==> src/sv/prr_pkg.sv <==
// ----------------------------------------------------------------------------
// Placement rect resolver package
// Shared widths, codes and the control struct passed between stages.
// ----------------------------------------------------------------------------
`default_nettype none

package prr_pkg;

  localparam int PRR_FRAC_BITS_DEF = 16;
  localparam int VAL_W  = 32;
  localparam int DIM_W  = 14;
  localparam int SRC_W  = 14;
  localparam int SIZE_W = 16;
  localparam int POS_W  = 18;
  localparam int KIND_W = 2;
  localparam int MODE_W = 2;
  localparam int ANC_W  = 4;
  localparam int CFG_IDX_W  = 2;
  localparam int CFG_DATA_W = 14;

  // Divider: 16 quotient bits, a few restoring steps per stage.
  localparam int Q_W        = SIZE_W;
  localparam int D_W        = SRC_W + 1;
  localparam int DIV_STEPS  = 4;
  localparam int DIV_STAGES = Q_W / DIV_STEPS;

  localparam logic [SIZE_W-1:0] SIZE_MAX = {SIZE_W{1'b1}};

  localparam logic [KIND_W-1:0] KIND_ABSENT = 2'd0;
  localparam logic [KIND_W-1:0] KIND_FRAC   = 2'd1;
  localparam logic [KIND_W-1:0] KIND_PIX    = 2'd2;

  localparam logic [MODE_W-1:0] MODE_FIT     = 2'd0;
  localparam logic [MODE_W-1:0] MODE_FILL    = 2'd1;
  localparam logic [MODE_W-1:0] MODE_STRETCH = 2'd2;
  localparam logic [MODE_W-1:0] MODE_NATIVE  = 2'd3;

  localparam logic [ANC_W-1:0] ANC_CENTER    = 4'd0;
  localparam logic [ANC_W-1:0] ANC_TOP_LEFT  = 4'd1;
  localparam logic [ANC_W-1:0] ANC_TOP       = 4'd2;
  localparam logic [ANC_W-1:0] ANC_TOP_RIGHT = 4'd3;
  localparam logic [ANC_W-1:0] ANC_LEFT      = 4'd4;
  localparam logic [ANC_W-1:0] ANC_RIGHT     = 4'd5;
  localparam logic [ANC_W-1:0] ANC_BOT_LEFT  = 4'd6;
  localparam logic [ANC_W-1:0] ANC_BOTTOM    = 4'd7;
  localparam logic [ANC_W-1:0] ANC_BOT_RIGHT = 4'd8;

  localparam logic [CFG_IDX_W-1:0] CFG_DISP_W = 2'd0;
  localparam logic [CFG_IDX_W-1:0] CFG_DISP_H = 2'd1;
  localparam logic [CFG_IDX_W-1:0] CFG_ANCHOR = 2'd2;
  localparam logic [CFG_IDX_W-1:0] CFG_ASPECT = 2'd3;

  localparam logic [DIM_W-1:0] DISP_W_RST = 14'd1920;
  localparam logic [DIM_W-1:0] DISP_H_RST = 14'd1080;

  typedef struct packed {
    logic use_div;   // one axis comes from the divider
    logic div_is_h;  // that axis is the height
    logic sat;       // quotient would exceed the size range
  } prr_sel_t;

endpackage

`default_nettype wire

==> src/sv/prr_ratio.sv <==
// ----------------------------------------------------------------------------
// Placement rect resolver aspect stage
// Cross-multiplies bounds and source size, picks the tight axis and sets up
// the division for the free axis.
// ----------------------------------------------------------------------------
`default_nettype none

module prr_ratio #(
  parameter int FRAC_BITS = prr_pkg::PRR_FRAC_BITS_DEF
) (
  input  wire logic                         clk,
  input  wire logic                         rst_n,
  input  wire logic                         en,
  input  wire logic                         v_i,
  input  wire logic [47-FRAC_BITS-1:0]      ax_i,
  input  wire logic [47-FRAC_BITS-1:0]      ay_i,
  input  wire logic [47-FRAC_BITS-1:0]      bw_i,
  input  wire logic [47-FRAC_BITS-1:0]      bh_i,
  input  wire logic [prr_pkg::SRC_W-1:0]    src_w_i,
  input  wire logic [prr_pkg::SRC_W-1:0]    src_h_i,
  input  wire logic [prr_pkg::MODE_W-1:0]   mode_i,
  output logic                              v_o,
  output prr_pkg::prr_sel_t                 sel_o,
  output logic [prr_pkg::Q_W-1:0]           nlo_o,
  output logic [prr_pkg::D_W-1:0]           rem_o,
  output logic [prr_pkg::D_W-1:0]           den_o,
  output logic [prr_pkg::SIZE_W-1:0]        wfix_o,
  output logic [prr_pkg::SIZE_W-1:0]        hfix_o,
  output logic [47-FRAC_BITS-1:0]           ax_o,
  output logic [47-FRAC_BITS-1:0]           ay_o
);
  import prr_pkg::*;

  localparam int LEN_W = 47 - FRAC_BITS;
  localparam int MUL_W = LEN_W + SRC_W;
  localparam int NUM_W = MUL_W + 2;

  logic               v3_r;
  logic [MUL_W-1:0]   lhs_r, rhs_r;
  logic [LEN_W-1:0]   bw3_r, bh3_r, ax3_r, ay3_r;
  logic [SRC_W-1:0]   sw3_r, sh3_r;
  logic [MODE_W-1:0]  mode3_r;

  logic               tight_w;
  logic [NUM_W-1:0]   num;
  logic [D_W-1:0]     den;
  prr_sel_t           sel_nxt;
  logic [SIZE_W-1:0]  wfix_nxt, hfix_nxt;

  // Stage 3: bw*sh and bh*sw.
  always_ff @(posedge clk) begin
    if (!rst_n) begin
      v3_r <= 1'b0;
    end else if (en) begin
      v3_r <= v_i;
    end
  end

  always_ff @(posedge clk) begin
    if (en) begin
      lhs_r   <= MUL_W'(bw_i) * MUL_W'(src_h_i);
      rhs_r   <= MUL_W'(bh_i) * MUL_W'(src_w_i);
      bw3_r   <= bw_i;
      bh3_r   <= bh_i;
      ax3_r   <= ax_i;
      ay3_r   <= ay_i;
      sw3_r   <= src_w_i;
      sh3_r   <= src_h_i;
      mode3_r <= mode_i;
    end
  end

  function automatic logic [SIZE_W-1:0] sat_len(input logic [LEN_W-1:0] x);
    begin
      if (x > LEN_W'(SIZE_MAX)) begin
        sat_len = SIZE_MAX;
      end else if (x == '0) begin
        sat_len = SIZE_W'(1);
      end else begin
        sat_len = x[SIZE_W-1:0];
      end
    end
  endfunction

  // Stage 4: the free axis is round(s*bound / s'), as (2*s*bound + s') / (2*s').
  always_comb begin
    tight_w = (mode3_r == MODE_FIT) ? (lhs_r < rhs_r) : (lhs_r > rhs_r);
    if (tight_w) begin
      num = {1'b0, lhs_r, 1'b0} + NUM_W'(sw3_r);
      den = {sw3_r, 1'b0};
    end else begin
      num = {1'b0, rhs_r, 1'b0} + NUM_W'(sh3_r);
      den = {sh3_r, 1'b0};
    end
    sel_nxt.sat = num >= (NUM_W'(den) << Q_W);
    unique case (mode3_r)
      MODE_NATIVE: begin
        sel_nxt.use_div  = 1'b0;
        sel_nxt.div_is_h = 1'b0;
        wfix_nxt         = SIZE_W'(sw3_r);
        hfix_nxt         = SIZE_W'(sh3_r);
      end
      MODE_STRETCH: begin
        sel_nxt.use_div  = 1'b0;
        sel_nxt.div_is_h = 1'b0;
        wfix_nxt         = sat_len(bw3_r);
        hfix_nxt         = sat_len(bh3_r);
      end
      default: begin
        sel_nxt.use_div  = 1'b1;
        sel_nxt.div_is_h = tight_w;
        wfix_nxt         = sat_len(bw3_r);
        hfix_nxt         = sat_len(bh3_r);
      end
    endcase
  end

  always_ff @(posedge clk) begin
    if (!rst_n) begin
      v_o <= 1'b0;
    end else if (en) begin
      v_o <= v3_r;
    end
  end

  always_ff @(posedge clk) begin
    if (en) begin
      sel_o  <= sel_nxt;
      nlo_o  <= num[Q_W-1:0];
      rem_o  <= num[Q_W +: D_W];
      den_o  <= den;
      wfix_o <= wfix_nxt;
      hfix_o <= hfix_nxt;
      ax_o   <= ax3_r;
      ay_o   <= ay3_r;
    end
  end

endmodule

`default_nettype wire

==> config.mk <==
export PLATFORM = sky130hd
export DESIGN_NAME = prr_ratio
export DESIGN_NICKNAME = d
export VERILOG_FILES = /design/src/sv/prr_pkg.sv /design/src/sv/prr_ratio.sv
export SDC_FILE = /design/constraint.sdc
export NUM_CORES = 2
export LEC_CHECK = 0
export BUFFER_PORTS_ARGS = -buffer_cell sky130_fd_sc_hd__buf_2
export CAP_MARGIN = 20
export CORE_MARGIN = 3
export CORE_UTILIZATION = 55
export CTS_BUF_LIST = sky130_fd_sc_hd__clkbuf_8
export DETAILED_ROUTE_END_ITERATION = 8
export GPL_TIMING_DRIVEN = 0
export PLACE_DENSITY = 0.82
export SKIP_LAST_GASP = 1
export SLEW_MARGIN = 40
export SYNTH_ARGS = -nofsm -noshare
export SYNTH_HDL_FRONTEND = slang
export SYNTH_SLANG_ARGS = --single-unit
==> constraint.sdc <==
create_clock -name clk -period 9 [get_ports clk]
set_input_delay 0.9 -clock clk [delete_from_list [all_inputs] [get_ports clk]]
set_output_delay 0.9 -clock clk [all_outputs]
set_load 0.005 [all_outputs]
==> out/qor.yml <==
fin_setup_tns_ns: 0
cts_buffer_depth: 3
worstSkewPairLatency_ns: 0.72
portBuffers: 300
synth_seq_area_share_pct: 26.45
min_period_over_period_pct: 86.51
place_ws_ns: 0.7058
rows: 102
arrival_ns: 8.21
synthArstFlopShare_pct: 0
muxShareOfSynthArea_pct: 0.5563
wirelength_mm: 124.5
synth_compound_area_share_pct: 6.160
grt_pass1_vias: 34940
drcViolationCount: 0
required_ns: 9.42
ys.flop_type: "edfxtp_1"
critPathKind: "in2reg"
setup_viol: 0
clkTransAtPathRegs_ns: 0.06
post-cts-setup-buffers: 0
grt.total_usage_pct: 30.79
synthSimpleGateAreaFrac_pct: 15.27
synthAdderAreaFrac_pct: 40.23
routedWlPerCell_um: 21.56
synthCells: 4314
hold_class: "in2reg"
hold_ws_ns: 0.4114
yosys_warnings: 0
drv_slew: 0
rsz0062_at_grt: "no"
clock.fmax_mhz: 128.4
grt_max_degree: 87
synth_edf_count: 385
ctsResizeCount: 0
cts-root-buf: "clkbuf_8"
via_per_inst: 5.710
ys_ff_latch: 387
hpwl_mm: 100.8
min_period_ns: 7.786
start_util_pct: 56.06
relSlewSlack_pct: 38.50
avgSynthCellArea_um2: 10.17
finalWorstSetupSlack_ns: 1.214
antenna_found_initial: 4
h-tree-depth: 3
dieArea_mm2: 0.08316
endpoint_kind: "flip-flop"
holdBufCountCts: 0
die_x_um: 288.4
outcome: "finished, final reports clean"
dr.pass1.iters: 8
grt-ovfl-total: 0
fp.dieH_um: 288.4
io_pins: 302
numCtsBuffers: 66
fp.coreArea_mm2: 0.07823
final_layout_size_suffix_gt1_share_pct: 8.970
worst_pin_slew_ns: 0.9225
drt_iter0_drc: 2625
syn2layout_area_growth_pct: 9.617
hold_viol_final: 0
syn-num-nets: 5467
start_kind: "primary input"
tritoncts: "built"
antenna_left: 0
nets: 5839
synth_cell_type_count: 76
synthXorXnorAreaFrac_pct: 2.976
synth_area_mm2: 0.04386
clock_skew_ns: 0.09094
maxCapViolCount: 0
path_max_fanout: 10
clkSinkCount: 387
grt_pass1_wl_mm: 193.3
via_count: 32970
gp_congestion: 1.006
synth_top_family_by_area: "adder cells"
==> metrics by stage <==
step	cell area, um2	utilization (%)	cells
after floorplan	43860	-	4314
after global placement	46660	59.64	5654
after detailed placement	46790	59.81	5658
after CTS	48050	61.42	5767
after global routing	48060	61.43	5768
final	48070	61.45	5774
==> layout make-up <==
type                    count  area [um2]
clock buffers              66       908.4
flip-flops and latches    387       11600
multi-input cells        2957       28620
plain buffers             170       654.4
repair buffers            304        1622
clock inverters            43       350.3
diodes                      7       17.52
fillers                  6408       30160
inverters                 800        3003
well taps                1040        1301
==> cells in the final DEF, fill, tap and decap left out, types with 87 or more instances in the layout <==
cell,instances
nand2_1,607
edfxtp_1,385
inv_1,817
o21ai_0,87
clkbuf_1,166
and2_1,397
xnor2_1,104
ha_1,303
a21oi_1,112
buf_2,300
fa_1,692
nor2_1,129
==> registers in the layout (all words and copies together), names as in the netlist, 14 cells and up <==
register,count
wfix_o,16
rem_o,15
ay_o,31
sw3_r,14
ax3_r,31
nlo_o,16
lhs_r,45
hfix_o,16
sh3_r,14
bh3_r,31
bw3_r,31
ax_o,31
ay3_r,31
rhs_r,45
==> synth_stat cells (16+ instances only) <==
cell,instances,area [um2]
xor2_1,45,394.1
nand2b_1,16,100.1
clkbuf_1,166,623.1
ha_1,303,3791
and3_1,18,112.6
edfxtp_1,385,11560
nand3_1,53,265.3
xnor2_1,104,910.9
nand4_1,33,206.5
fa_1,692,13850
a211oi_1,16,120.1
inv_1,799,2999
and2_1,397,2484
nand2_1,607,2278
o21ai_0,89,445.4
nor3_1,35,175.2
mux2i_1,21,210.2
nor4_1,21,131.4
a21o_1,72,540.5
nor2b_1,18,112.6
a21oi_1,112,560.5
nor2_1,130,488.0
o21a_1,17,127.6
==> cells by family (layout without fill, tap and decap cells) <==
kind of cell | after synthesis | in the layout
adder cells (fa/ha/maj) | 995 | 995
other | 1 | 8
multiplexers | 24 | 24
buffers and inverters | 970 | 1383
AND/OR/NAND/NOR | 1371 | 1371
flip-flops | 387 | 387
AO/OA/AOI/OAI | 417 | 417
XOR/XNOR | 149 | 149
==> worst max-delay path, cell delays in order <==
cell and delay [ns]:
buf_2 0.21, clkbuf_1 0.72, nand2_1 0.18, fa_1 0.49, fa_1 0.52, inv_1 0.07
fa_1 0.48, fa_1 0.46, fa_1 0.53, inv_1 0.06, fa_1 0.49, inv_1 0.05
ha_1 0.35, a211o_1 0.33, a2111oi_0 0.66, nor4b_1 0.24, o21ai_0 0.39, a21boi_0 0.19
o21ai_0 0.24, a21boi_1 0.16, o41a_1 0.35, xor2_1 0.14
==> metal layers <==
layer / GRT usage [%] / share of wire, % / vias up
li1: - / - / 14390
met1: 38.81 / 37 / 16350
met2: 49.30 / 46 / 1800
met3: 7.727 / 11 / 434
met4: 16.25 / 5.6 / 0
met5: 0 / 0 / -
==> worst paths after layout <==
| kind | depth (start not counted) | endpoint | start | slack [ns] |
|---|---|---|---|---|
| setup / recovery | 22 | lhs_r[41]$_DFFE_PP_ | src_h_i[2] | 1.21 |
| hold / removal | 1 | ax3_r[1]$_DFFE_PP_ | ax_i[1] | 0.41 |
| setup reg to reg | 17 | sel_o[0]$_DFFE_PP_ | lhs_r[38]$_DFFE_PP_ | 2.08 |
| hold reg to reg | 0 | ax_o[4]$_DFFE_PP_ | ax3_r[4]$_DFFE_PP_ | 0.41 |
Power is left out: the tool's default activity adds up to more than one toggle a clock period on the data nets, which glitch-free logic cannot reach.
