==> src/sv/prr_pkg.sv <==
// ----------------------------------------------------------------------------
// Placement rect resolver package
// Shared widths, codes and the control struct passed between stages.
// ----------------------------------------------------------------------------
`default_nettype none

package prr_pkg;

  localparam int PRR_FRAC_BITS_DEF = 16;
  localparam int VAL_W  = 32;
  localparam int DIM_W  = 14;
  localparam int SRC_W  = 14;
  localparam int SIZE_W = 16;
  localparam int POS_W  = 18;
  localparam int KIND_W = 2;
  localparam int MODE_W = 2;
  localparam int ANC_W  = 4;
  localparam int CFG_IDX_W  = 2;
  localparam int CFG_DATA_W = 14;

  // Divider: 16 quotient bits, a few restoring steps per stage.
  localparam int Q_W        = SIZE_W;
  localparam int D_W        = SRC_W + 1;
  localparam int DIV_STEPS  = 4;
  localparam int DIV_STAGES = Q_W / DIV_STEPS;

  localparam logic [SIZE_W-1:0] SIZE_MAX = {SIZE_W{1'b1}};

  localparam logic [KIND_W-1:0] KIND_ABSENT = 2'd0;
  localparam logic [KIND_W-1:0] KIND_FRAC   = 2'd1;
  localparam logic [KIND_W-1:0] KIND_PIX    = 2'd2;

  localparam logic [MODE_W-1:0] MODE_FIT     = 2'd0;
  localparam logic [MODE_W-1:0] MODE_FILL    = 2'd1;
  localparam logic [MODE_W-1:0] MODE_STRETCH = 2'd2;
  localparam logic [MODE_W-1:0] MODE_NATIVE  = 2'd3;

  localparam logic [ANC_W-1:0] ANC_CENTER    = 4'd0;
  localparam logic [ANC_W-1:0] ANC_TOP_LEFT  = 4'd1;
  localparam logic [ANC_W-1:0] ANC_TOP       = 4'd2;
  localparam logic [ANC_W-1:0] ANC_TOP_RIGHT = 4'd3;
  localparam logic [ANC_W-1:0] ANC_LEFT      = 4'd4;
  localparam logic [ANC_W-1:0] ANC_RIGHT     = 4'd5;
  localparam logic [ANC_W-1:0] ANC_BOT_LEFT  = 4'd6;
  localparam logic [ANC_W-1:0] ANC_BOTTOM    = 4'd7;
  localparam logic [ANC_W-1:0] ANC_BOT_RIGHT = 4'd8;

  localparam logic [CFG_IDX_W-1:0] CFG_DISP_W = 2'd0;
  localparam logic [CFG_IDX_W-1:0] CFG_DISP_H = 2'd1;
  localparam logic [CFG_IDX_W-1:0] CFG_ANCHOR = 2'd2;
  localparam logic [CFG_IDX_W-1:0] CFG_ASPECT = 2'd3;

  localparam logic [DIM_W-1:0] DISP_W_RST = 14'd1920;
  localparam logic [DIM_W-1:0] DISP_H_RST = 14'd1080;

  typedef struct packed {
    logic use_div;   // one axis comes from the divider
    logic div_is_h;  // that axis is the height
    logic sat;       // quotient would exceed the size range
  } prr_sel_t;

endpackage

`default_nettype wire

==> src/sv/prr_div.sv <==
// ----------------------------------------------------------------------------
// Placement rect resolver divider
// Pipelined restoring divider producing a 16-bit quotient, a few bits per
// stage, with the placement data carried alongside.
// ----------------------------------------------------------------------------
`default_nettype none

module prr_div #(
  parameter int FRAC_BITS = prr_pkg::PRR_FRAC_BITS_DEF
) (
  input  wire logic                         clk,
  input  wire logic                         rst_n,
  input  wire logic                         en,
  input  wire logic                         v_i,
  input  wire prr_pkg::prr_sel_t            sel_i,
  input  wire logic [prr_pkg::Q_W-1:0]      nlo_i,
  input  wire logic [prr_pkg::D_W-1:0]      rem_i,
  input  wire logic [prr_pkg::D_W-1:0]      den_i,
  input  wire logic [prr_pkg::SIZE_W-1:0]   wfix_i,
  input  wire logic [prr_pkg::SIZE_W-1:0]   hfix_i,
  input  wire logic [47-FRAC_BITS-1:0]      ax_i,
  input  wire logic [47-FRAC_BITS-1:0]      ay_i,
  output logic                              v_o,
  output prr_pkg::prr_sel_t                 sel_o,
  output logic [prr_pkg::Q_W-1:0]           quo_o,
  output logic [prr_pkg::SIZE_W-1:0]        wfix_o,
  output logic [prr_pkg::SIZE_W-1:0]        hfix_o,
  output logic [47-FRAC_BITS-1:0]           ax_o,
  output logic [47-FRAC_BITS-1:0]           ay_o
);
  import prr_pkg::*;

  localparam int LEN_W = 47 - FRAC_BITS;

  typedef struct packed {
    logic [D_W-1:0] rem;
    logic [Q_W-1:0] nb;
    logic [Q_W-1:0] q;
  } div_st_t;

  logic [DIV_STAGES-1:0] v_r;
  div_st_t               st_r   [DIV_STAGES];
  logic [D_W-1:0]        den_r  [DIV_STAGES];
  prr_sel_t              sel_r  [DIV_STAGES];
  logic [SIZE_W-1:0]     wfix_r [DIV_STAGES];
  logic [SIZE_W-1:0]     hfix_r [DIV_STAGES];
  logic [LEN_W-1:0]      ax_r   [DIV_STAGES];
  logic [LEN_W-1:0]      ay_r   [DIV_STAGES];

  div_st_t               st_src  [DIV_STAGES];
  logic [D_W-1:0]        den_src [DIV_STAGES];

  function automatic div_st_t div_steps(input div_st_t s, input logic [D_W-1:0] d);
    logic [D_W:0] t;
    div_st_t      o;
    begin
      o = s;
      for (int i = 0; i < DIV_STEPS; i++) begin
        t    = {o.rem, o.nb[Q_W-1]};
        o.nb = {o.nb[Q_W-2:0], 1'b0};
        if (t >= {1'b0, d}) begin
          o.rem = D_W'(t - {1'b0, d});
          o.q   = {o.q[Q_W-2:0], 1'b1};
        end else begin
          o.rem = t[D_W-1:0];
          o.q   = {o.q[Q_W-2:0], 1'b0};
        end
      end
      div_steps = o;
    end
  endfunction

  always_comb begin
    st_src[0].rem = rem_i;
    st_src[0].nb  = nlo_i;
    st_src[0].q   = '0;
    den_src[0]    = den_i;
    for (int k = 1; k < DIV_STAGES; k++) begin
      st_src[k]  = st_r[k-1];
      den_src[k] = den_r[k-1];
    end
  end

  always_ff @(posedge clk) begin
    if (!rst_n) begin
      v_r <= '0;
    end else if (en) begin
      v_r <= {v_r[DIV_STAGES-2:0], v_i};
    end
  end

  always_ff @(posedge clk) begin
    if (en) begin
      for (int k = 0; k < DIV_STAGES; k++) begin
        st_r[k]  <= div_steps(st_src[k], den_src[k]);
        den_r[k] <= den_src[k];
      end
      sel_r[0]  <= sel_i;
      wfix_r[0] <= wfix_i;
      hfix_r[0] <= hfix_i;
      ax_r[0]   <= ax_i;
      ay_r[0]   <= ay_i;
      for (int k = 1; k < DIV_STAGES; k++) begin
        sel_r[k]  <= sel_r[k-1];
        wfix_r[k] <= wfix_r[k-1];
        hfix_r[k] <= hfix_r[k-1];
        ax_r[k]   <= ax_r[k-1];
        ay_r[k]   <= ay_r[k-1];
      end
    end
  end

  assign v_o    = v_r[DIV_STAGES-1];
  assign sel_o  = sel_r[DIV_STAGES-1];
  assign quo_o  = st_r[DIV_STAGES-1].q;
  assign wfix_o = wfix_r[DIV_STAGES-1];
  assign hfix_o = hfix_r[DIV_STAGES-1];
  assign ax_o   = ax_r[DIV_STAGES-1];
  assign ay_o   = ay_r[DIV_STAGES-1];

endmodule

`default_nettype wire

==> config.mk <==
export PLATFORM = sky130hd
export DESIGN_NAME = prr_div
export DESIGN_NICKNAME = d
export VERILOG_FILES = /design/src/sv/prr_pkg.sv /design/src/sv/prr_div.sv
export SDC_FILE = /design/constraint.sdc
export NUM_CORES = 1
export LEC_CHECK = 0
export ABC_AREA = 1
export BUFFER_PORTS_ARGS = -buffer_cell sky130_fd_sc_hd__buf_2
export CORE_MARGIN = 2
export CORE_UTILIZATION = 40
export CTS_CLUSTER_DIAMETER = 60
export DETAILED_ROUTE_END_ITERATION = 10
export PLACE_DENSITY = 0.63
export SYNTH_ARGS = -nofsm -noshare
export SYNTH_HDL_FRONTEND = slang
export SYNTH_SLANG_ARGS = --single-unit
==> constraint.sdc <==
create_clock -name clk -period 17 [get_ports clk]
set_clock_uncertainty 0.05 [all_clocks]
set_input_delay 3.4 -clock clk [delete_from_list [all_inputs] [get_ports clk]]
set_output_delay 3.4 -clock clk [all_outputs]
set_load 0.005 [all_outputs]
==> summary.md <==
| Metric | Value |
|---|---|
| Final period util | `roughly two thirds` |
| Post-cts repair resize count | `0` |
| Initial Util | `40.3%` |
| Total grt overflow | `0` |
| Post-synthesis cell area | `0.0305 mm^2` |
| RR Endpoint | `st_r[1][40]$_DFFE_PP_` |
| Crit Path Category | `input port to register` |
| Worst Setup EP | `st_r[0][42]$_DFFE_PP_` |
| Wire per inst | `around 17 um` |
| Worst hold path class | `register to register` |
| Min Tclk post-route | `11.49 ns` |
| WL met2 | `between 30000 and 40000 um` |
| Via count | `21400` |
| CP top delay family | `simple AND/OR/NAND/NOR gates` |
| Max-Cap Viols | `0` |
| Clk_lat worst skew | `0.61 ns` |
| Worst Path Buf+Inv | `5` |
| Syn Area/Cell | `about 10 um^2` |
| CTS tree | `built` |
| Initial detailed-routing violation count | `between 1500 and 2000` |
| Reg2Reg Launch Point | `den_r[0][11]$_DFFE_PP_` |
| Top sig layer | `met5` |
| Critical Path Source Type | `input port` |
| RePlAce Congestion | `~0.92` |
| GRT Total Usage | `around 18%` |
| YS warnings | `0` |
| Post-DP HPWL | `55000 um` |
| Syn Inst Count | `~3000` |
| Synth Register Bits | `546` |
| Slew margin rel. | `~33%` |
| Clk slew on worst S/H paths | `roughly 0.060 ns` |
| Worst path max stage delay | `approximately 0.7 ns` |
| Cell count of the worst reg-to-reg path | `40` |
| Setup crit start | `den_i[0]` |
| Port Buf Inserts | `260` |
| Fmax | `~0.087 GHz` |
| Final Slew Violations | `0` |
| Nets | `around 3700` |
| RSZ-0062 raised after global routing | `no` |
| Final ANT Viol Nets | `0` |
| Worst Path Arrival | `around 12 ns` |
| Worst path depth | `between 40 and 50` |
| I/O Pins | `about 260` |
| Worst setup EP type | `register` |
| CP max stage cell | `a21oi_2` |
| Setup Viol. Count Final | `0` |
| TNS Setup | `0 ns` |
| Status | `complete, no violations` |
| WL met3 | `roughly 3700 um` |
| CTS sink cnt | `about 550` |
| Final hold vios | `0` |
| WP data required | `roughly 17 ns` |
| Via density per instance | `between 4 and 5` |
| Sequential fraction of the synthesis area | `between 50 and 60%` |
| Commonest non-fill, non-tap cell in the layout | `nand2_1` |
| Crit Path Max Fanout | `25` |
| Max clock buf depth | `3` |
| Synth cell types | `between 50 and 60` |
| Critical Path Most Common Cell | `nand2_1` |
| Routed wire length | `roughly 71000 um` |
| Die X | `~280 um` |
| M1 wire length | `31200 um` |
| Worst slew pin tran | `just over 1 ns` |
| Die area | `a little under 0.08 mm^2` |
| Largest net degree at the start of global routing | `187` |
| Internal reg-to-reg setup slack | `7.21 ns` |
| Area Overhead vs Synth | `14.7%` |
| Num rows | `roughly 100` |
| Synth Flop Type | `edfxtp_1` |
| Iteration count of the initial detailed-routing pass | `8` |
| Initial antenna violation count | `7` |
| # fillers | `7029` |
| Drt drc | `0` |
| Ys async rst share | `0%` |
| H-tree Lvls | `3` |
| Vias in the first global route | `about 20000` |
| Post-CTS setup buffer count | `0` |
| Number of synthesized flops with an enable pin | `~540` |
| CTS hold repair buffers | `0` |
| Layout cells sized above 1 | `14.5%` |
| Placeable Area | `about 0.076 mm^2` |
| Wire length of the first global-routing pass | `roughly 110000 um` |
| CTS root buf | `clkbuf_16` |
| Syn Nets | `3382` |
| Most frequent cells in the layout | `nand2_1 (738), edfxtp_1 (542), inv_1 (305)` |
| TritonCTS buffer count | `66` |
| Die Y | `around 280 um` |
[cell families after synthesis]
family | synth area share, %
fa+ha+maj | 10.8
xor+xnor | 4.45
simple gates | 16.6
flops | 53.6
buf+inv | 4.76
compound gates | 9.76
[cells in the mapped netlist, drive strengths merged, types with 12 or more instances]
cell / number / area, um^2
nand2: 762 / 2950
edfxtp: 542 / 16300
inv: 317 / 1190
ha: 240 / 3000
a21oi: 214 / 1130
o21ai: 205 / 1090
nand3: 151 / 888
nor2: 148 / 628
xor2: 80 / 701
xnor2: 75 / 657
buf: 33 / 251
a21o: 26 / 195
nand4: 26 / 163
nor3: 25 / 141
or2: 23 / 144
o21bai: 19 / 146
fa: 15 / 300
o21a: 12 / 90.1
[state kept, by name, summed over array words and instances (netlist names)]
signal,cells
den_r,45
sel_r,12
st_r,109
hfix_r,64
ay_r,124
ax_r,124
wfix_r,64
v_r,4
[how the worst min path moves through the flow]
stage                        endpoint  depth (start not counted)                   start
2_1_floorplan    ax_r[1][0]$_DFFE_PP_                          0    ax_r[0][0]$_DFFE_PP_
3_3_place_gp     ax_r[1][7]$_DFFE_PP_                          0    ax_r[0][7]$_DFFE_PP_
3_5_place_dp    ax_r[1][14]$_DFFE_PP_                          0   ax_r[0][14]$_DFFE_PP_
4_1_cts        wfix_r[2][0]$_DFFE_PP_                          0  wfix_r[1][0]$_DFFE_PP_
5_1_grt         ay_r[2][23]$_DFFE_PP_                          0   ay_r[1][23]$_DFFE_PP_
6_report       wfix_r[2][0]$_DFFE_PP_                          0  wfix_r[1][0]$_DFFE_PP_
[routing by layer]
layer  track usage, %  vias up
met3             2.99      108
li1                 -    10900
met5                0        -
met1             23.7     9916
met4             6.38        4
met2             30.4      470
[through the flow]
stage | area (um^2) | std cells | worst slack, ns | hold WS [ns] | util, %
2_1_floorplan | 30500 | 2980 | 6.72 | 0.350 | -
3_3_place_gp | 32800 | 4188 | 5.38 | 0.350 | 43.3
3_5_place_dp | 32800 | 4188 | 5.04 | 0.355 | 43.3
4_1_cts | 35000 | 4305 | 5.57 | 0.347 | 46.2
5_1_grt | 35000 | 4310 | 4.58 | 0.353 | 46.2
6_report | 35000 | 4310 | 5.51 | 0.348 | 46.2
[cell type report]
| type | count | area, um^2 | area share (%) |
|---|---|---|---|
| Clock buffer | 78 | 1740 | 4.97 |
| Clock inverter | 39 | 404 | 1.16 |
| Multi-Input combinational cell | 2082 | 12700 | 36.3 |
| Antenna cell | 5 | 12.5 | 0.0358 |
| Inverter | 317 | 1190 | 3.40 |
| Timing Repair Buffer | 265 | 1360 | 3.89 |
| Tap cell | 978 | 1220 | 3.50 |
| Sequential cell | 546 | 16400 | 46.8 |
Power is left out: the tool's default activity adds up to more than one toggle a clock period on the data nets, which glitch-free logic cannot reach.
