===== src/sv/prr_pkg.sv =====
// ----------------------------------------------------------------------------
// Placement rect resolver package
// Shared widths, codes and the control struct passed between stages.
// ----------------------------------------------------------------------------
`default_nettype none

package prr_pkg;

  localparam int PRR_FRAC_BITS_DEF = 16;
  localparam int VAL_W  = 32;
  localparam int DIM_W  = 14;
  localparam int SRC_W  = 14;
  localparam int SIZE_W = 16;
  localparam int POS_W  = 18;
  localparam int KIND_W = 2;
  localparam int MODE_W = 2;
  localparam int ANC_W  = 4;
  localparam int CFG_IDX_W  = 2;
  localparam int CFG_DATA_W = 14;

  // Divider: 16 quotient bits, a few restoring steps per stage.
  localparam int Q_W        = SIZE_W;
  localparam int D_W        = SRC_W + 1;
  localparam int DIV_STEPS  = 4;
  localparam int DIV_STAGES = Q_W / DIV_STEPS;

  localparam logic [SIZE_W-1:0] SIZE_MAX = {SIZE_W{1'b1}};

  localparam logic [KIND_W-1:0] KIND_ABSENT = 2'd0;
  localparam logic [KIND_W-1:0] KIND_FRAC   = 2'd1;
  localparam logic [KIND_W-1:0] KIND_PIX    = 2'd2;

  localparam logic [MODE_W-1:0] MODE_FIT     = 2'd0;
  localparam logic [MODE_W-1:0] MODE_FILL    = 2'd1;
  localparam logic [MODE_W-1:0] MODE_STRETCH = 2'd2;
  localparam logic [MODE_W-1:0] MODE_NATIVE  = 2'd3;

  localparam logic [ANC_W-1:0] ANC_CENTER    = 4'd0;
  localparam logic [ANC_W-1:0] ANC_TOP_LEFT  = 4'd1;
  localparam logic [ANC_W-1:0] ANC_TOP       = 4'd2;
  localparam logic [ANC_W-1:0] ANC_TOP_RIGHT = 4'd3;
  localparam logic [ANC_W-1:0] ANC_LEFT      = 4'd4;
  localparam logic [ANC_W-1:0] ANC_RIGHT     = 4'd5;
  localparam logic [ANC_W-1:0] ANC_BOT_LEFT  = 4'd6;
  localparam logic [ANC_W-1:0] ANC_BOTTOM    = 4'd7;
  localparam logic [ANC_W-1:0] ANC_BOT_RIGHT = 4'd8;

  localparam logic [CFG_IDX_W-1:0] CFG_DISP_W = 2'd0;
  localparam logic [CFG_IDX_W-1:0] CFG_DISP_H = 2'd1;
  localparam logic [CFG_IDX_W-1:0] CFG_ANCHOR = 2'd2;
  localparam logic [CFG_IDX_W-1:0] CFG_ASPECT = 2'd3;

  localparam logic [DIM_W-1:0] DISP_W_RST = 14'd1920;
  localparam logic [DIM_W-1:0] DISP_H_RST = 14'd1080;

  typedef struct packed {
    logic use_div;   // one axis comes from the divider
    logic div_is_h;  // that axis is the height
    logic sat;       // quotient would exceed the size range
  } prr_sel_t;

endpackage

`default_nettype wire


===== src/sv/prr_front.sv =====
// ----------------------------------------------------------------------------
// Placement rect resolver length front end
// Converts the four lengths to whole pixels over two register stages.
// ----------------------------------------------------------------------------
`default_nettype none

module prr_front #(
  parameter int FRAC_BITS = prr_pkg::PRR_FRAC_BITS_DEF
) (
  input  wire logic                         clk,
  input  wire logic                         rst_n,
  input  wire logic                         en,
  input  wire logic                         v_i,
  input  wire logic [prr_pkg::VAL_W-1:0]    px_val,
  input  wire logic [prr_pkg::KIND_W-1:0]   px_kind,
  input  wire logic [prr_pkg::VAL_W-1:0]    py_val,
  input  wire logic [prr_pkg::KIND_W-1:0]   py_kind,
  input  wire logic [prr_pkg::VAL_W-1:0]    sw_val,
  input  wire logic [prr_pkg::KIND_W-1:0]   sw_kind,
  input  wire logic [prr_pkg::VAL_W-1:0]    sh_val,
  input  wire logic [prr_pkg::KIND_W-1:0]   sh_kind,
  input  wire logic [prr_pkg::SRC_W-1:0]    src_w,
  input  wire logic [prr_pkg::SRC_W-1:0]    src_h,
  input  wire logic [prr_pkg::DIM_W-1:0]    disp_w,
  input  wire logic [prr_pkg::DIM_W-1:0]    disp_h,
  input  wire logic [prr_pkg::MODE_W-1:0]   aspect,
  output logic                              v_o,
  output logic [47-FRAC_BITS-1:0]           ax_o,
  output logic [47-FRAC_BITS-1:0]           ay_o,
  output logic [47-FRAC_BITS-1:0]           bw_o,
  output logic [47-FRAC_BITS-1:0]           bh_o,
  output logic [prr_pkg::SRC_W-1:0]         src_w_o,
  output logic [prr_pkg::SRC_W-1:0]         src_h_o,
  output logic [prr_pkg::MODE_W-1:0]        mode_o
);
  import prr_pkg::*;

  localparam int LEN_W  = 47 - FRAC_BITS;
  localparam int PROD_W = VAL_W + DIM_W;

  logic                v1_r;
  logic [VAL_W-1:0]    val_r  [4];
  logic [KIND_W-1:0]   kind_r [4];
  logic [PROD_W-1:0]   prod_r [4];
  logic [SRC_W-1:0]    sw1_r, sh1_r;

  logic [LEN_W-1:0]    ax_nxt, ay_nxt, bw_nxt, bh_nxt;
  logic [LEN_W-1:0]    bw_raw, bh_raw;

  // Stage 1: fraction products.
  always_ff @(posedge clk) begin
    if (!rst_n) begin
      v1_r <= 1'b0;
    end else if (en) begin
      v1_r <= v_i;
    end
  end

  always_ff @(posedge clk) begin
    if (en) begin
      val_r[0]  <= px_val;
      val_r[1]  <= py_val;
      val_r[2]  <= sw_val;
      val_r[3]  <= sh_val;
      kind_r[0] <= px_kind;
      kind_r[1] <= py_kind;
      kind_r[2] <= sw_kind;
      kind_r[3] <= sh_kind;
      prod_r[0] <= PROD_W'(px_val) * PROD_W'(disp_w);
      prod_r[1] <= PROD_W'(py_val) * PROD_W'(disp_h);
      prod_r[2] <= PROD_W'(sw_val) * PROD_W'(disp_w);
      prod_r[3] <= PROD_W'(sh_val) * PROD_W'(disp_h);
      sw1_r     <= src_w;
      sh1_r     <= src_h;
    end
  end

  function automatic logic [LEN_W-1:0] to_px(
    input logic [VAL_W-1:0]  v,
    input logic [PROD_W-1:0] p,
    input logic [KIND_W-1:0] k,
    input logic [LEN_W-1:0]  dflt
  );
    logic [PROD_W-1:0] half;
    logic [PROD_W-1:0] s_pix;
    logic [PROD_W-1:0] s_frac;
    logic [LEN_W-1:0]  res;
    begin
      half   = PROD_W'(1) << (FRAC_BITS - 1);
      s_pix  = (PROD_W'(v) + half) >> FRAC_BITS;
      s_frac = (p + half) >> FRAC_BITS;
      unique case (k)
        KIND_PIX:  res = s_pix[LEN_W-1:0];
        KIND_FRAC: res = s_frac[LEN_W-1:0];
        default:   res = dflt;
      endcase
      to_px = res;
    end
  endfunction

  // Stage 2: rounding to pixels and defaults.
  always_comb begin
    ax_nxt = to_px(val_r[0], prod_r[0], kind_r[0], LEN_W'(disp_w >> 1));
    ay_nxt = to_px(val_r[1], prod_r[1], kind_r[1], LEN_W'(disp_h >> 1));
    bw_raw = to_px(val_r[2], prod_r[2], kind_r[2], LEN_W'(disp_w));
    bh_raw = to_px(val_r[3], prod_r[3], kind_r[3], LEN_W'(disp_h));
    bw_nxt = (bw_raw == '0) ? LEN_W'(1) : bw_raw;
    bh_nxt = (bh_raw == '0) ? LEN_W'(1) : bh_raw;
  end

  always_ff @(posedge clk) begin
    if (!rst_n) begin
      v_o <= 1'b0;
    end else if (en) begin
      v_o <= v1_r;
    end
  end

  always_ff @(posedge clk) begin
    if (en) begin
      ax_o    <= ax_nxt;
      ay_o    <= ay_nxt;
      bw_o    <= bw_nxt;
      bh_o    <= bh_nxt;
      src_w_o <= sw1_r;
      src_h_o <= sh1_r;
      // An unknown source dimension forces stretch.
      mode_o  <= (sw1_r == '0 || sh1_r == '0) ? MODE_STRETCH : aspect;
    end
  end

endmodule

`default_nettype wire


===== config.mk =====
export PLATFORM = sky130hd
export DESIGN_NAME = prr_front
export DESIGN_NICKNAME = d
export VERILOG_FILES = /design/src/sv/prr_pkg.sv /design/src/sv/prr_front.sv
export SDC_FILE = /design/constraint.sdc
export NUM_CORES = 2
export LEC_CHECK = 0
export BUFFER_PORTS_ARGS = -buffer_cell sky130_fd_sc_hd__buf_2
export CAP_MARGIN = 10
export CORE_MARGIN = 2
export CORE_UTILIZATION = 45
export DETAILED_ROUTE_END_ITERATION = 7
export PLACE_DENSITY = 0.6
export REMOVE_ABC_BUFFERS = 1
export SETUP_SLACK_MARGIN = 0.15
export SLEW_MARGIN = 10
export SYNTH_ARGS = -nofsm -noshare
export SYNTH_HDL_FRONTEND = slang
export SYNTH_SLANG_ARGS = --single-unit

===== constraint.sdc =====
create_clock -name clk -period 10.3 [get_ports clk]
set_input_delay 2.06 -clock clk [delete_from_list [all_inputs] [get_ports clk]]
set_output_delay 2.06 -clock clk [all_outputs]
set_load 0.01 [all_outputs]

==> summary.md <==
| Metric | Value |
|---|---|
| Post-DP Area | 73600 µm² |
| Synthesized instance count | 7324 |
| Synth warn | 0 |
| Synth Register Bits | 380 |
| Final Max Tran Viols | 0 |
| Core footprint | 154000 µm² |
| Drt drc | 0 |
| Hold slack | 0.448 ns |
| Std cell rows | 144 |
| Max FO, Critical Path | 36 |
| Clock slew at reported path FFs | 0.06 ns |
| Clock Path Buffers | 3 |
| Fin area | 75100 µm² |
| Max-cap viol count | 0 |
| Num CTS Buffers | 44 |
| Unrepaired setup endpoints after global routing | no |
| Worst setup margin | 1.59 ns |
| Resized Gates After CTS | 0 |
| Register area share after synthesis | 0.162 |
| Worst-path cell chain | buf_2 -> buf_4 -> nand2_1 -> fa_1 -> fa_1 -> inv_1 -> fa_1 -> fa_1 -> fa_1 -> inv_1 -> fa_1 -> inv_1 -> ha_1 -> a211oi_1 -> nor2_1 -> nor4_1 -> a31o_2 -> o311ai_2 -> nand3_1 -> a31oi_1 -> or2_2 -> a2111oi_0 -> nand3b_1 |
| Port bufs | 348 |
| Async S/R FF share, synth | 0 |
| Fmax | 115 MHz |
| Met3 Usage GRT | 0.0281 |
| Post-CTS setup buffers | 0 |
| # setup viols final | 0 |
| Detail Route Antenna Nets | 0 |
| Hold Crit Class | reg2reg |
| Period utilisation layout | 0.845 |
| Final net count | 9476 |
| Post-Syn Area | 70200 µm² |
| Vias in the first global route | 54040 |
| Worst path max stage delay | 0.80 ns |
| Post-synth top area cell | fa_1 |
| Gr usage total | 0.237 |
| Post-synth EDFFs | 378 |
| Total grt overflow | 0 |
| IO Pins | 353 |
| Worst Skew | 0.0638 ns |
| Grt peak-use layer | met2 |
| Yosys top cell area share | 0.406 |
| Worst EP arrival | 9.17 ns |
| CP top delay family | adder cells |
| CTS tree | done |
| Count of cell types in the netlist | 81 |
| Layout cells sized above 1 | 0.0663 |
| Period minus WS final | 8.71 ns |
| First DRT Iteration DRCs | 2860 |
| Skew-Pair Late Insertion Delay | 0.65 ns |
| Bufs and invs on worst path | 5 |
| Root Buffer | clkbuf_16 |
| Commonest cells post-synth | inv_1 (1510), fa_1 (1424), nand2_1 (1100) |
| GP Congestion | 0.871 |
| Crit Path Class | in2reg |
| Synth Area per Inst | 9.58 µm² |
| Actual slew at the worst max-slew pin | 1.13 ns |
| Vias per cell | 5.24 |
| Die X | 399 µm |
| Fill cells | 14561 |
| Quantity of hold-fixing buffers added after cts | 0 |
| Place WS | 1.05 ns |
| Ys flop type | edfxtp_1 |
| Wirelength, routed | 182 mm |
| Most used cell, CP | fa_1 |
| Full die area | 159000 µm² |
| Post-DP HPWL | 139 mm |
| Final hold violations | 0 |
| Final TNS setup | 0 ns |
| Critical-path cell with the highest stage delay | buf_2 |
| Critical Path Start Type | primary input |
| Critical Path RT | 10.76 ns |
| H-tree lvl count | 2 |
| Die span in y | 399 µm |
| Global-route track usage on met2 | 0.414 |
| Pin count of the biggest net entering global routing | 158 |
| Via count | 49775 |
| CTS Sinks | 380 |
| Routed WL per cell | 19.2 µm |
| Most common cell in the synthesized netlist | inv_1 |
| CP Capture Type | flop |
| Area Overhead vs Synth | 7.01% |
| Outcome | complete, no violations |
| Antenna violations before repair | 14 |
| Headroom to the max-slew limit | 0.248 |
| Largest cells by area after synthesis | fa_1 (41%), edfxtp_1 (16%), inv_1 (8.1%) |
| Pre-antenna DRT Iters | 5 |
| Starting density of the core | 0.454 |
| M1 GR Usage | 0.312 |
| First-pass GRT wire length | 295 mm |
==> kinds of logic after synthesis <==
family / synth area share
other cells: 0.0000535
flops: 0.162
simple gates: 0.173
fa+ha+maj: 0.486
xor+xnor: 0.0353
buf+inv: 0.101
mux: 0.000428
compound gates: 0.0415
==> final timing paths <==
kind / startpoint / endpoint / slack, ns / cells after the start
setup / recovery: disp_w[5] / prod_r[0][40] / 1.59 / 23
hold / removal: sw1_r[9] / src_w_o[9] / 0.45 / 0
setup reg to reg: kind_r[2][1] / bw_o[0] / 6.73 / 8
hold reg to reg: sw1_r[9] / src_w_o[9] / 0.45 / 0
==> cell type report <==
class                      count  area [µm²]  share of cell area
antenna                        7        17.5            0.000233
clock buffer                  51        1130              0.0150
clock inverter                30         352             0.00468
inverter                    1511        5670              0.0756
multi-input combinational   5067       51700               0.688
sequential                   380       11400               0.152
tap                         2044        2560              0.0341
timing repair buffer         402        2270              0.0303
==> per-layer routing <==
metal	wire length (µm)	vias to the layer above
li1	-	22270
met1	76600	25871
met2	91700	1356
met3	9890	266
met4	3940	12
met5	74	-
==> cell usage in the layout (no fill, tap or decap), types with 44 or more instances in the layout <==
master | netlist | routed
a21oi_1 | 123 | 123
a22oi_1 | 45 | 45
o21ai_0 | 85 | 85
ha_1 | 448 | 448
buf_2 | 2 | 346
and2_1 | 833 | 833
inv_1 | 1510 | 1510
fa_1 | 1424 | 1424
buf_4 | 4 | 46
edfxtp_1 | 378 | 378
nand4_1 | 59 | 59
a21o_1 | 45 | 45
xor2_1 | 98 | 98
nand2_1 | 1100 | 1100
clkbuf_16 | 0 | 44
nand3_1 | 96 | 96
nor2_1 | 184 | 184
xnor2_1 | 185 | 185
==> flip-flops by register name (all words and copies together), names as in the netlist <==
register / cells
src_w_o: 14
sh1_r: 14
bh_o: 30
bw_o: 30
v1_r: 1
mode_o: 2
src_h_o: 14
kind_r: 8
sw1_r: 14
v_o: 1
prod_r: 124
val_r: 68
ax_o: 30
ay_o: 30
==> through the flow <==
step | utilization | cells
after global placement | 0.476 | 9404
after global routing | 0.486 | 9488
final | 0.486 | 9492
after CTS | 0.486 | 9485
after detailed placement | 0.476 | 9404
after floorplan | - | 6958
Power is left out: the tool's default activity adds up to more than one toggle a clock period on the data nets, which glitch-free logic cannot reach.
